$ cat src/rtl/core/tasp_pkg.sv
`timescale 1ns / 1ps
// ----------------------------------------------------------------------------
// tasp_pkg: shared types and constants of the tar archive stream parser
// Holds the parser phase encoding, byte kind codes, header field offsets and
// the transaction payload carried from the parser core to the response buffer.
// ----------------------------------------------------------------------------
package tasp_pkg;

   typedef enum logic [3:0] {
      PH_HEADER = 4'b0001,
      PH_DATA   = 4'b0010,
      PH_PAD    = 4'b0100,
      PH_END    = 4'b1000
   } phase_type;

   localparam logic [1:0] KIND_HEADER  = 2'd0;
   localparam logic [1:0] KIND_DATA    = 2'd1;
   localparam logic [1:0] KIND_PAD     = 2'd2;
   localparam logic [1:0] KIND_IGNORED = 2'd3;

   localparam logic [8:0] BLOCK_FIRST = 9'd0;
   localparam logic [8:0] BLOCK_LAST  = 9'd511;
   localparam logic [8:0] SIZE_FIRST  = 9'd124;
   localparam logic [8:0] SIZE_LAST   = 9'd134;
   localparam logic [8:0] MAGIC_FIRST = 9'd257;
   localparam logic [8:0] MAGIC_LAST  = 9'd261;
   localparam logic [7:0] ASCII_ZERO  = 8'h30;

   typedef struct packed {
      logic [1:0]  byte_kind;
      logic [7:0]  byte_value;
      logic [8:0]  header_offset;
      logic [31:0] entry_size;
      logic        header_done;
      logic        archive_end;
   } rsp_type;

   // Expected character of the "ustar" magic at a position counted from its start.
   function automatic logic [7:0] magic_char(input logic [2:0] idx);
      logic [7:0] ch;
      case (idx)
         3'd0:    ch = 8'h75;
         3'd1:    ch = 8'h73;
         3'd2:    ch = 8'h74;
         3'd3:    ch = 8'h61;
         3'd4:    ch = 8'h72;
         default: ch = 8'h00;
      endcase
      return ch;
   endfunction

   function automatic logic [1:0] phase_kind(input phase_type ph);
      logic [1:0] k;
      unique case (ph)
         PH_HEADER: k = KIND_HEADER;
         PH_DATA:   k = KIND_DATA;
         PH_PAD:    k = KIND_PAD;
         PH_END:    k = KIND_IGNORED;
         default:   k = KIND_IGNORED;
      endcase
      return k;
   endfunction

endpackage

$ cat src/rtl/core/tar_archive_stream_parser_unit.sv
`timescale 1ns / 1ps
// ----------------------------------------------------------------------------
// tar_archive_stream_parser_unit: ustar archive byte stream tagger
// Walks a ustar archive one byte per transaction and labels every byte.
// ----------------------------------------------------------------------------
// The unit takes one archive byte per clock while not stalled and returns one
// tagged result per byte, registered, in order. Each byte is labeled as
// header, file data, padding or ignored; its offset within the current
// 512-byte block is given, along with the running octal size decoded from
// header offsets 124 to 134 (wrapping at 32 bits, digits not checked). A
// header whose "ustar" magic at offsets 257 to 261 does not match, or any
// header after the first whose name starts with a zero byte, stops parsing:
// archive_end is raised on that byte and all later bytes are tagged as
// ignored until a byte arrives with start_of_archive set, which restarts the
// parser with that byte as offset 0 of the first header. header_done marks
// byte 511 of a good header. Name matching is left to downstream logic, which
// sees the header bytes with their offsets. Throughput is one byte per cycle
// when not stalled: the whole classification and the size decode (shift by
// three and one 32-bit add) fit between the parser state registers and the
// response register. A two-entry response buffer keeps the input open while
// one result waits; req_stall rises only once both entries are full.
// ----------------------------------------------------------------------------
module tar_archive_stream_parser_unit
   import tasp_pkg::*;
(
   input  logic        clock,
   input  logic        reset,

   input  logic        req_valid,
   output logic        req_stall,
   input  logic [7:0]  req_stream_byte,
   input  logic        req_start_of_archive,

   output logic        rsp_valid,
   input  logic        rsp_stall,
   output logic [1:0]  rsp_byte_kind,
   output logic [7:0]  rsp_byte_value,
   output logic [8:0]  rsp_header_offset,
   output logic [31:0] rsp_entry_size,
   output logic        rsp_header_done,
   output logic        rsp_archive_end
);

   logic    accept;
   logic    buf_full;
   rsp_type core_result;
   rsp_type rsp_data;

   // A transaction is taken whenever the buffer has a free entry.
   assign req_stall = buf_full;
   assign accept    = req_valid && !buf_full;

   tasp_core u_core (
      .clock            (clock),
      .reset            (reset),
      .advance          (accept),
      .stream_byte      (req_stream_byte),
      .start_of_archive (req_start_of_archive),
      .result           (core_result)
   );

   tasp_rsp_buf u_rsp_buf (
      .clock     (clock),
      .reset     (reset),
      .push      (accept),
      .push_data (core_result),
      .full      (buf_full),
      .out_valid (rsp_valid),
      .out_stall (rsp_stall),
      .out_data  (rsp_data)
   );

   assign rsp_byte_kind     = rsp_data.byte_kind;
   assign rsp_byte_value    = rsp_data.byte_value;
   assign rsp_header_offset = rsp_data.header_offset;
   assign rsp_entry_size    = rsp_data.entry_size;
   assign rsp_header_done   = rsp_data.header_done;
   assign rsp_archive_end   = rsp_data.archive_end;

`ifndef ASSERT_OFF
   // The header-complete flag only appears on the last byte of a header block.
   a_done_on_last: assert property (@(posedge clock) disable iff (reset)
      rsp_valid && rsp_header_done |->
         rsp_header_offset == BLOCK_LAST && rsp_byte_kind == KIND_HEADER)
      else $error("tar parser: header_done away from header byte 511");

   // Parsing stops only on a header byte, and never on a completed header.
   a_end_in_header: assert property (@(posedge clock) disable iff (reset)
      rsp_valid && rsp_archive_end |->
         rsp_byte_kind == KIND_HEADER && !rsp_header_done)
      else $error("tar parser: archive_end outside a header byte");

   // A byte taken while the output is empty shows up in the next cycle.
   a_one_cycle_latency: assert property (@(posedge clock) disable iff (reset)
      req_valid && !req_stall && !rsp_valid |=> rsp_valid)
      else $error("tar parser: accepted byte did not reach the output");
`endif

endmodule

$ cat src/rtl/core/tasp_core.sv
`timescale 1ns / 1ps
// ----------------------------------------------------------------------------
// tasp_core: parser state and per-byte classification
// Holds the archive parsing state and computes the tagged result of one byte
// in a single pass; the state advances only when a byte is taken.
// ----------------------------------------------------------------------------
module tasp_core
   import tasp_pkg::*;
(
   input  logic       clock,
   input  logic       reset,
   input  logic       advance,
   input  logic [7:0] stream_byte,
   input  logic       start_of_archive,
   output rsp_type    result
);

   phase_type   phase_ff, phase_in;
   logic [8:0]  offset_ff, offset_in;
   logic [31:0] size_ff, size_in;
   logic [31:0] remain_ff, remain_in;
   logic        magic_ff, magic_in;
   logic        first_ff, first_in;

   phase_type   cur_phase;
   logic [8:0]  cur_offset;
   logic [31:0] cur_size;
   logic [31:0] cur_remain;
   logic        cur_magic;
   logic        cur_first;
   logic [8:0]  magic_pos;
   logic [31:0] digit;
   logic        done;
   logic        stop;

   assign magic_pos = cur_offset - MAGIC_FIRST;
   assign digit     = {24'd0, stream_byte} - {24'd0, ASCII_ZERO};

   always_comb begin
      // A start marker puts the parser back to its reset state before this byte.
      cur_phase  = start_of_archive ? PH_HEADER   : phase_ff;
      cur_offset = start_of_archive ? BLOCK_FIRST : offset_ff;
      cur_size   = start_of_archive ? 32'd0       : size_ff;
      cur_remain = start_of_archive ? 32'd0       : remain_ff;
      cur_magic  = start_of_archive ? 1'b1        : magic_ff;
      cur_first  = start_of_archive ? 1'b1        : first_ff;

      phase_in  = cur_phase;
      size_in   = cur_size;
      remain_in = cur_remain;
      magic_in  = cur_magic;
      first_in  = cur_first;
      done      = 1'b0;
      stop      = 1'b0;

      unique case (cur_phase)
         PH_HEADER: begin
            if (cur_offset == BLOCK_FIRST) begin
               size_in  = 32'd0;
               magic_in = 1'b1;
            end
            if (cur_offset == BLOCK_FIRST && !cur_first && stream_byte == 8'd0) begin
               stop     = 1'b1;
               phase_in = PH_END;
            end else begin
               if (cur_offset >= SIZE_FIRST && cur_offset <= SIZE_LAST) begin
                  size_in = {size_in[28:0], 3'b000} + digit;
               end
               if (cur_offset >= MAGIC_FIRST && cur_offset <= MAGIC_LAST) begin
                  if (stream_byte != magic_char(magic_pos[2:0])) begin
                     magic_in = 1'b0;
                  end
                  if (cur_offset == MAGIC_LAST && !magic_in) begin
                     stop     = 1'b1;
                     phase_in = PH_END;
                  end
               end
               if (cur_offset == BLOCK_LAST) begin
                  done      = 1'b1;
                  first_in  = 1'b0;
                  remain_in = size_in;
                  phase_in  = (size_in != 32'd0) ? PH_DATA : PH_HEADER;
               end
            end
         end
         PH_DATA: begin
            remain_in = cur_remain - 32'd1;
            if (remain_in == 32'd0) begin
               phase_in = (cur_offset != BLOCK_LAST) ? PH_PAD : PH_HEADER;
            end
         end
         PH_PAD: begin
            if (cur_offset == BLOCK_LAST) begin
               phase_in = PH_HEADER;
            end
         end
         PH_END: begin
            phase_in = PH_END;
         end
         default: begin
            phase_in = PH_END;
         end
      endcase

      offset_in = cur_offset + 9'd1;
   end

   always_comb begin
      result.byte_kind     = phase_kind(cur_phase);
      result.byte_value    = stream_byte;
      result.header_offset = cur_offset;
      result.entry_size    = size_in;
      result.header_done   = done;
      result.archive_end   = stop;
   end

   always_ff @(posedge clock) begin
      if (reset) begin
         phase_ff  <= PH_HEADER;
         offset_ff <= BLOCK_FIRST;
         size_ff   <= 32'd0;
         remain_ff <= 32'd0;
         magic_ff  <= 1'b1;
         first_ff  <= 1'b1;
      end else if (advance) begin
         phase_ff  <= phase_in;
         offset_ff <= offset_in;
         size_ff   <= size_in;
         remain_ff <= remain_in;
         magic_ff  <= magic_in;
         first_ff  <= first_in;
      end
   end

`ifndef ASSERT_OFF
   // The data phase is only entered or kept with bytes still owed.
   a_data_remaining: assert property (@(posedge clock) disable iff (reset)
      phase_ff == PH_DATA |-> remain_ff != 32'd0)
      else $error("tasp_core: data phase with no bytes remaining");
`endif

endmodule

$ cat src/rtl/core/tasp_rsp_buf.sv
`timescale 1ns / 1ps
// ----------------------------------------------------------------------------
// tasp_rsp_buf: response register with skid stage
// Holds results until the consumer takes them; a second entry absorbs the
// transaction that arrives in the cycle a stall is first seen.
// ----------------------------------------------------------------------------
module tasp_rsp_buf
   import tasp_pkg::*;
(
   input  logic    clock,
   input  logic    reset,
   input  logic    push,
   input  rsp_type push_data,
   output logic    full,
   output logic    out_valid,
   input  logic    out_stall,
   output rsp_type out_data
);

   logic    main_valid_ff, main_valid_in;
   logic    skid_valid_ff, skid_valid_in;
   rsp_type main_ff, main_in;
   rsp_type skid_ff, skid_in;
   logic    pop;

   assign pop       = main_valid_ff && !out_stall;
   assign full      = skid_valid_ff;
   assign out_valid = main_valid_ff;
   assign out_data  = main_ff;

   always_comb begin
      main_valid_in = main_valid_ff;
      skid_valid_in = skid_valid_ff;
      main_in       = main_ff;
      skid_in       = skid_ff;
      if (pop) begin
         if (skid_valid_ff) begin
            main_in       = skid_ff;
            skid_valid_in = 1'b0;
         end else begin
            main_in       = push_data;
            main_valid_in = push;
         end
      end else if (push) begin
         if (!main_valid_ff) begin
            main_in       = push_data;
            main_valid_in = 1'b1;
         end else begin
            skid_in       = push_data;
            skid_valid_in = 1'b1;
         end
      end
   end

   always_ff @(posedge clock) begin
      if (reset) begin
         main_valid_ff <= 1'b0;
         skid_valid_ff <= 1'b0;
      end else begin
         main_valid_ff <= main_valid_in;
         skid_valid_ff <= skid_valid_in;
      end
      main_ff <= main_in;
      skid_ff <= skid_in;
   end

endmodule
$ cat config.mk
export PLATFORM = sky130hd
export DESIGN_NAME = tar_archive_stream_parser_unit
export DESIGN_NICKNAME = d
export VERILOG_FILES = /design/src/rtl/core/tasp_pkg.sv /design/src/rtl/core/tar_archive_stream_parser_unit.sv /design/src/rtl/core/tasp_core.sv /design/src/rtl/core/tasp_rsp_buf.sv
export SDC_FILE = /design/constraint.sdc
export NUM_CORES = 1
export LEC_CHECK = 0
export BUFFER_PORTS_ARGS = -buffer_cell sky130_fd_sc_hd__buf_2
export CAP_MARGIN = 10
export CORE_UTILIZATION = 60
export CTS_CLUSTER_SIZE = 16
export DETAILED_ROUTE_END_ITERATION = 8
export GPL_TIMING_DRIVEN = 0
export HOLD_SLACK_MARGIN = 0.03
export PLACE_DENSITY_LB_ADDON = 0.05
export SLEW_MARGIN = 20
export SYNTH_ARGS = -nofsm -noshare
export SYNTH_HDL_FRONTEND = slang
export SYNTH_HIERARCHICAL = 1
export SYNTH_SLANG_ARGS = --single-unit
$ cat constraint.sdc
create_clock -name clock -period 13.5 [get_ports clock]
set_input_delay 1.35 -clock clock [delete_from_list [all_inputs] [get_ports clock]]
set_output_delay 1.35 -clock clock [all_outputs]
set_load 0.02 [all_outputs]
### Word-level counts from Yosys, hierarchy flattened

Index checks and enable logic that the tools add are counted.

| storage, ports and cells | value |
|---|---|
| word-level logic and storage cells | 120 |
| register bits after elaboration | 187 |
| output and inout port bits | 55 |

| operators by class | value |
|---|---|
| bitwise logic cells | 1 |
| equality and inequality tests | 13 |
| multiplexer cells | 55 |
| reductions and logical operators | 22 |
| add/sub/neg operators | 5 |
| $lt $le $gt $ge | 4 |

Operator list:

| operator | number |
|---|---|
| $mux W32 | 11 |
| $mux W53 | 4 |
| $pmux W32 S2 | 1 |
| $pmux W7 S5 | 1 |
| $add A32 B32 Y32 | 1 |
| $logic_not A32 Y1 | 1 |
| $reduce_bool A32 Y1 | 1 |
| $sub A32 B1 Y32 const B | 1 |
| $mux W4 | 7 |
| $mux W8 | 3 |
| $mux W1 | 23 |
| $eq A9 B9 Y1 const B | 2 |
| $pmux W4 S3 | 1 |
| $add A9 B1 Y9 const B | 1 |
| $ge A9 B7 Y1 const B | 1 |
| $ge A9 B9 Y1 const B | 1 |
| $le A9 B8 Y1 const B | 1 |
| $le A9 B9 Y1 const B | 1 |
| $logic_not A9 Y1 | 1 |
| $mux W9 | 1 |
| $ne A9 B9 Y1 const B | 1 |
| $sub A8 B6 Y9 const B | 1 |
| $logic_not A8 Y1 | 1 |
| $ne A8 B8 Y1 | 1 |
| other kinds (19) | 32 |

### Depth between registers and ports, before layout

| depth | value |
|---|---|
| depth in word-level cells | 21 |
| depth in mapped cells | 28 |
| mapped depth without buffers | 20 |

### Hierarchy

Netlist, hierarchy kept.

By module, submodules not included:

| module | instances | cells each | area each (um^2) |
|---|---|---|---|
| tasp_core | 1 | 1,171 | 8,167.8 |
| tasp_rsp_buf | 1 | 175 | 3,932.5 |
| tar_archive_stream_parser_unit | 1 | 1 | 13.8 |

### Worst setup path after synthesis

OpenSTA, ideal clock, no wires.

| path | value |
|---|---|
| path kind | input-to-reg |
| start | input req_start_of_archive |
| end | register u_core.phase_ff[1] |
| data required time | 13.385 ns |
| setup slack | 5.815 ns |
| library setup time | 0.115 ns |
| buffers on the path | 8 |
| stages on the path | 28 |
| data arrival time | 7.569 ns |
| path through | clkbuf_1 > clkbuf_1 > clkbuf_1 > buf_1 > clkbuf_1 > clkbuf_1 > nor2b_1 > inv_1 > ha_1 > nor4b_1 > a21oi_1 > clkbuf_1 > clkbuf_1 > and2_1 > ha_1 > inv_1 > fa_1 > nor2b_1 > o31a_1 > o2111ai_2 > a211o_1 > and2_2 > xnor2_1 > a2111o_1 > or4_1 > nor4_2 > nand4_1 > and3_1 |

RTL lines:

| item | line | source |
|---|---|---|
| start, declared | tar_archive_stream_parser_unit.sv:32 | `input logic req_start_of_archive,` |
| end signal, assigned | tasp_core.sv:126 | `phase_ff <= phase_in;` |
| end, declared | tasp_core.sv:18 | `phase_type phase_ff, phase_in;` |

==> out/results.ini <==
[run_status]
status=finished, final reports clean

[layout]
nNetsFinal=1487
insertedDiodeCount=0
fillers=1631
stdcell_area_um2=13470
area_growth_pct=11.19
drive_gt1_share_pct=14.64

[placed_design]
dp_hpwl_um=30000
place_area_um2=12870
port_buffers=66
place_congestion=1.067

[timing]
fin_crit_ns=10.86
setup_tns_ns=0
hold_viol=0
max_freq_mhz=92.10
hold_ws_ns=0.4936
setup_viol=0
finClkSkew_ns=0.01466
period_share_pct=80.43
worst-slew-pin-transition_ns=1.020
maxSlewHeadroom_pct=31.28
drv_slew=0
rsz0062_at_grt=no

[clock_tree]
cts_setup_buffers=0
h-tree-depth=4
clk_path_buf_depth=2
cts_tree=done
clock-sinks=187
clock_latency_ns=0.44
clkTransAtPathRegs_ns=0.08
cts-root-buf=clkbuf_16
hold_buffers=0
cts_resized=0
numCtsBuffers=17

[global_route]
grt_pass1_vias=10500
grt_remaining_overflow=0
antenna_found_initial=0
grt_max_degree=41
grt_pass1_wl_um=61410
grt_util_all_layers_pct=40.07

[logic_synthesis]
syn_nets=1399
netlist.area_leader.share_pct=26.28
async_flop_share_pct=0
yosysWarnings=6
synth.area.top_cells=edfxtp_1 (26%), dfxtp_1 (13%), mux2_2 (5.4%)
yosys.area.top_type=edfxtp_1
synthFlopType=edfxtp_1
ys_types=87
synth_seq_cells=187
yosysSeqAreaShare_pct=39.66
syn_area_per_cell_um2=8.993
synthCells=1347
syn_area_um2=12110
synth-edff-count=106

[critical_path]
cp.buffers_inverters=11
worst_path_largest_cell_delay_ns=0.74
start_kind=primary input
worst_ep_required_time_ns=13.83
endpoint_kind=flip-flop
criticalPathCategory=in2reg
r2r_start=u_core/offset_ff[0]
cp_top_family=buffers and inverters
slowest_stage=o32ai_1
crit_start=req_start_of_archive
crit_path_max_fanout=10
reg2reg_slack_ns=5.85
crit_path_frequent_cell=clkbuf_1
critPathArrivalTime_ns=11.19

[floorplan]
fp-row-count=51
start_util_pct=61.64
die_area_um2=20760
dieWidth_um=144.1
die_h_um=144.1
core_area_um2=19650
ios=68

[power_and_ir_drop]
powerDensity_nw_per_um2=101.6
leakage_nw=5.303
vdd_drop_max_v=0.00008623

[drt]
drt_iter0_markers=1543
vias=11550
drt_first_pass_iters=7
detail_route.wl_per_cell_um=23.75
wirelength_um=40680
drc=0
via_per_inst=6.745
postRouteAntennaNets=0

[min_path]
min_from=u_core/size_ff[27]
hp-class=reg2reg

[flow_run]
max_cap_violations=0

path summary, 6_finish.rpt:
check,cells after the start,endpoint
worst min register to register,2,u_core/size_ff[27]
worst max-delay path,26,u_core/phase_ff[1]
worst min-delay path,2,u_core/size_ff[27]
worst max register to register,22,u_core/phase_ff[1]
stage by stage:
| step | std cells | total power [mW] | utilization (%) | worst slack, ns |
|---|---|---|---|---|
| floorplan | 1347 | 0.7911 | - | 5.815 |
| global placement | 1678 | 0.8549 | 65.01 | 2.649 |
| detailed placement | 1681 | 0.8614 | 65.47 | 2.594 |
| CTS | 1713 | 1.364 | 68.51 | 2.983 |
| global route | 1713 | 1.409 | 68.53 | 2.519 |
| finish | 1713 | 1.369 | 68.53 | 2.642 |
synthesized netlist by cell type (8+ instances only):
cell and number:
a211o_1 8, a211oi_1 12, a21o_1 17, a21oi_1 92, a22oi_1 13, a31oi_1 26, and2_1 32, and3_1 16
buf_1 8, buf_4 13, clkbuf_1 67, dfxtp_1 81, edfxtp_1 106, ha_1 38, inv_1 29, mux2_2 58
mux2i_1 38, nand2_1 105, nand3_1 22, nand4_1 21, nor2_1 153, nor2b_1 19, nor3_1 41, nor4_1 15
o211ai_1 11, o21a_1 9, o21ai_0 74, o22ai_1 14, or2_2 8, or3_1 8, or4_1 13, xnor2_1 22
xor2_1 11
area by class of cell:
| class | count | area (µm²) | area share [%] |
|---|---|---|---|
| sequential | 187 | 4805 | 35.67 |
| buffer | 98 | 447.9 | 3.326 |
| clock buffer | 18 | 429.2 | 3.186 |
| clock inverter | 14 | 167.7 | 1.245 |
| multi-input combinational | 1032 | 6770 | 50.26 |
| tap | 265 | 331.6 | 2.462 |
| timing repair buffer | 69 | 405.4 | 3.010 |
| inverter | 30 | 112.6 | 0.8360 |
routing by layer:
metal  part of all wire [%]  up-vias  wire (µm)  GRT usage (%)
met5                      0        -          0              0
li1                       -     5190          -              -
met3                     12      151       4693          7.616
met1                     40     5385      16360          54.21
met4                    5.5        0       2255          21.11
met2                     43      828      17370          60.67
sequential cells by signal, indices dropped and copies added, names as in the netlist:
| name | count |
|---|---|
| u_rsp_buf/full | 1 |
| u_core/magic_ff | 1 |
| u_core/phase_ff | 4 |
| u_core/first_ff | 1 |
| u_rsp_buf/skid_ff | 53 |
| u_core/offset_ff | 9 |
| u_core/size_ff | 32 |
| u_core/remain_ff | 32 |
| u_rsp_buf/out_valid | 1 |
| u_rsp_buf/out_data | 53 |
placed cells by master (no fill, tap or decap), drive strengths merged, types with 21 or more instances in the layout:
cell type and count:
a21oi 94, a31oi 26, and2 33, buf 100, clkbuf 85, dfxtp 81, edfxtp 106, ha 38
inv 38, mux2 62, mux2i 38, nand2 105, nand3 23, nand4 21, nor2 155, nor3 42
o21ai 79, xnor2 22
power breakdown:
group	leakage, nW	internal, mW	total (mW)	switching, mW
clock	0.290	0.252	0.512	0.261
combinational	3.36	0.0698	0.216	0.146
sequential	1.65	0.629	0.641	0.0123
total	5.30	0.950	1.37	0.419
kinds of logic after synthesis:
group / Yosys count / synth area share (%)
AOI/OAI and AO/OA: 363 / 19.58
xor gates and xnor gates: 33 / 2.386
buffers and inverters: 128 / 4.627
adders and majority gates: 39 / 4.090
muxes: 100 / 8.903
and+or+nand+nor: 497 / 20.75
DFF: 187 / 39.66
worst reg2reg max path, delay by kind of cell, from the launching register on:
kind            cells  cell delay (ns)
xor+xnor            1             0.17
fa+ha+maj           3             0.89
compound gates      5             2.13
buf+inv             4             1.28
simple gates        9             2.61
flops               1             0.44
(Power assumes the default switching activity.)
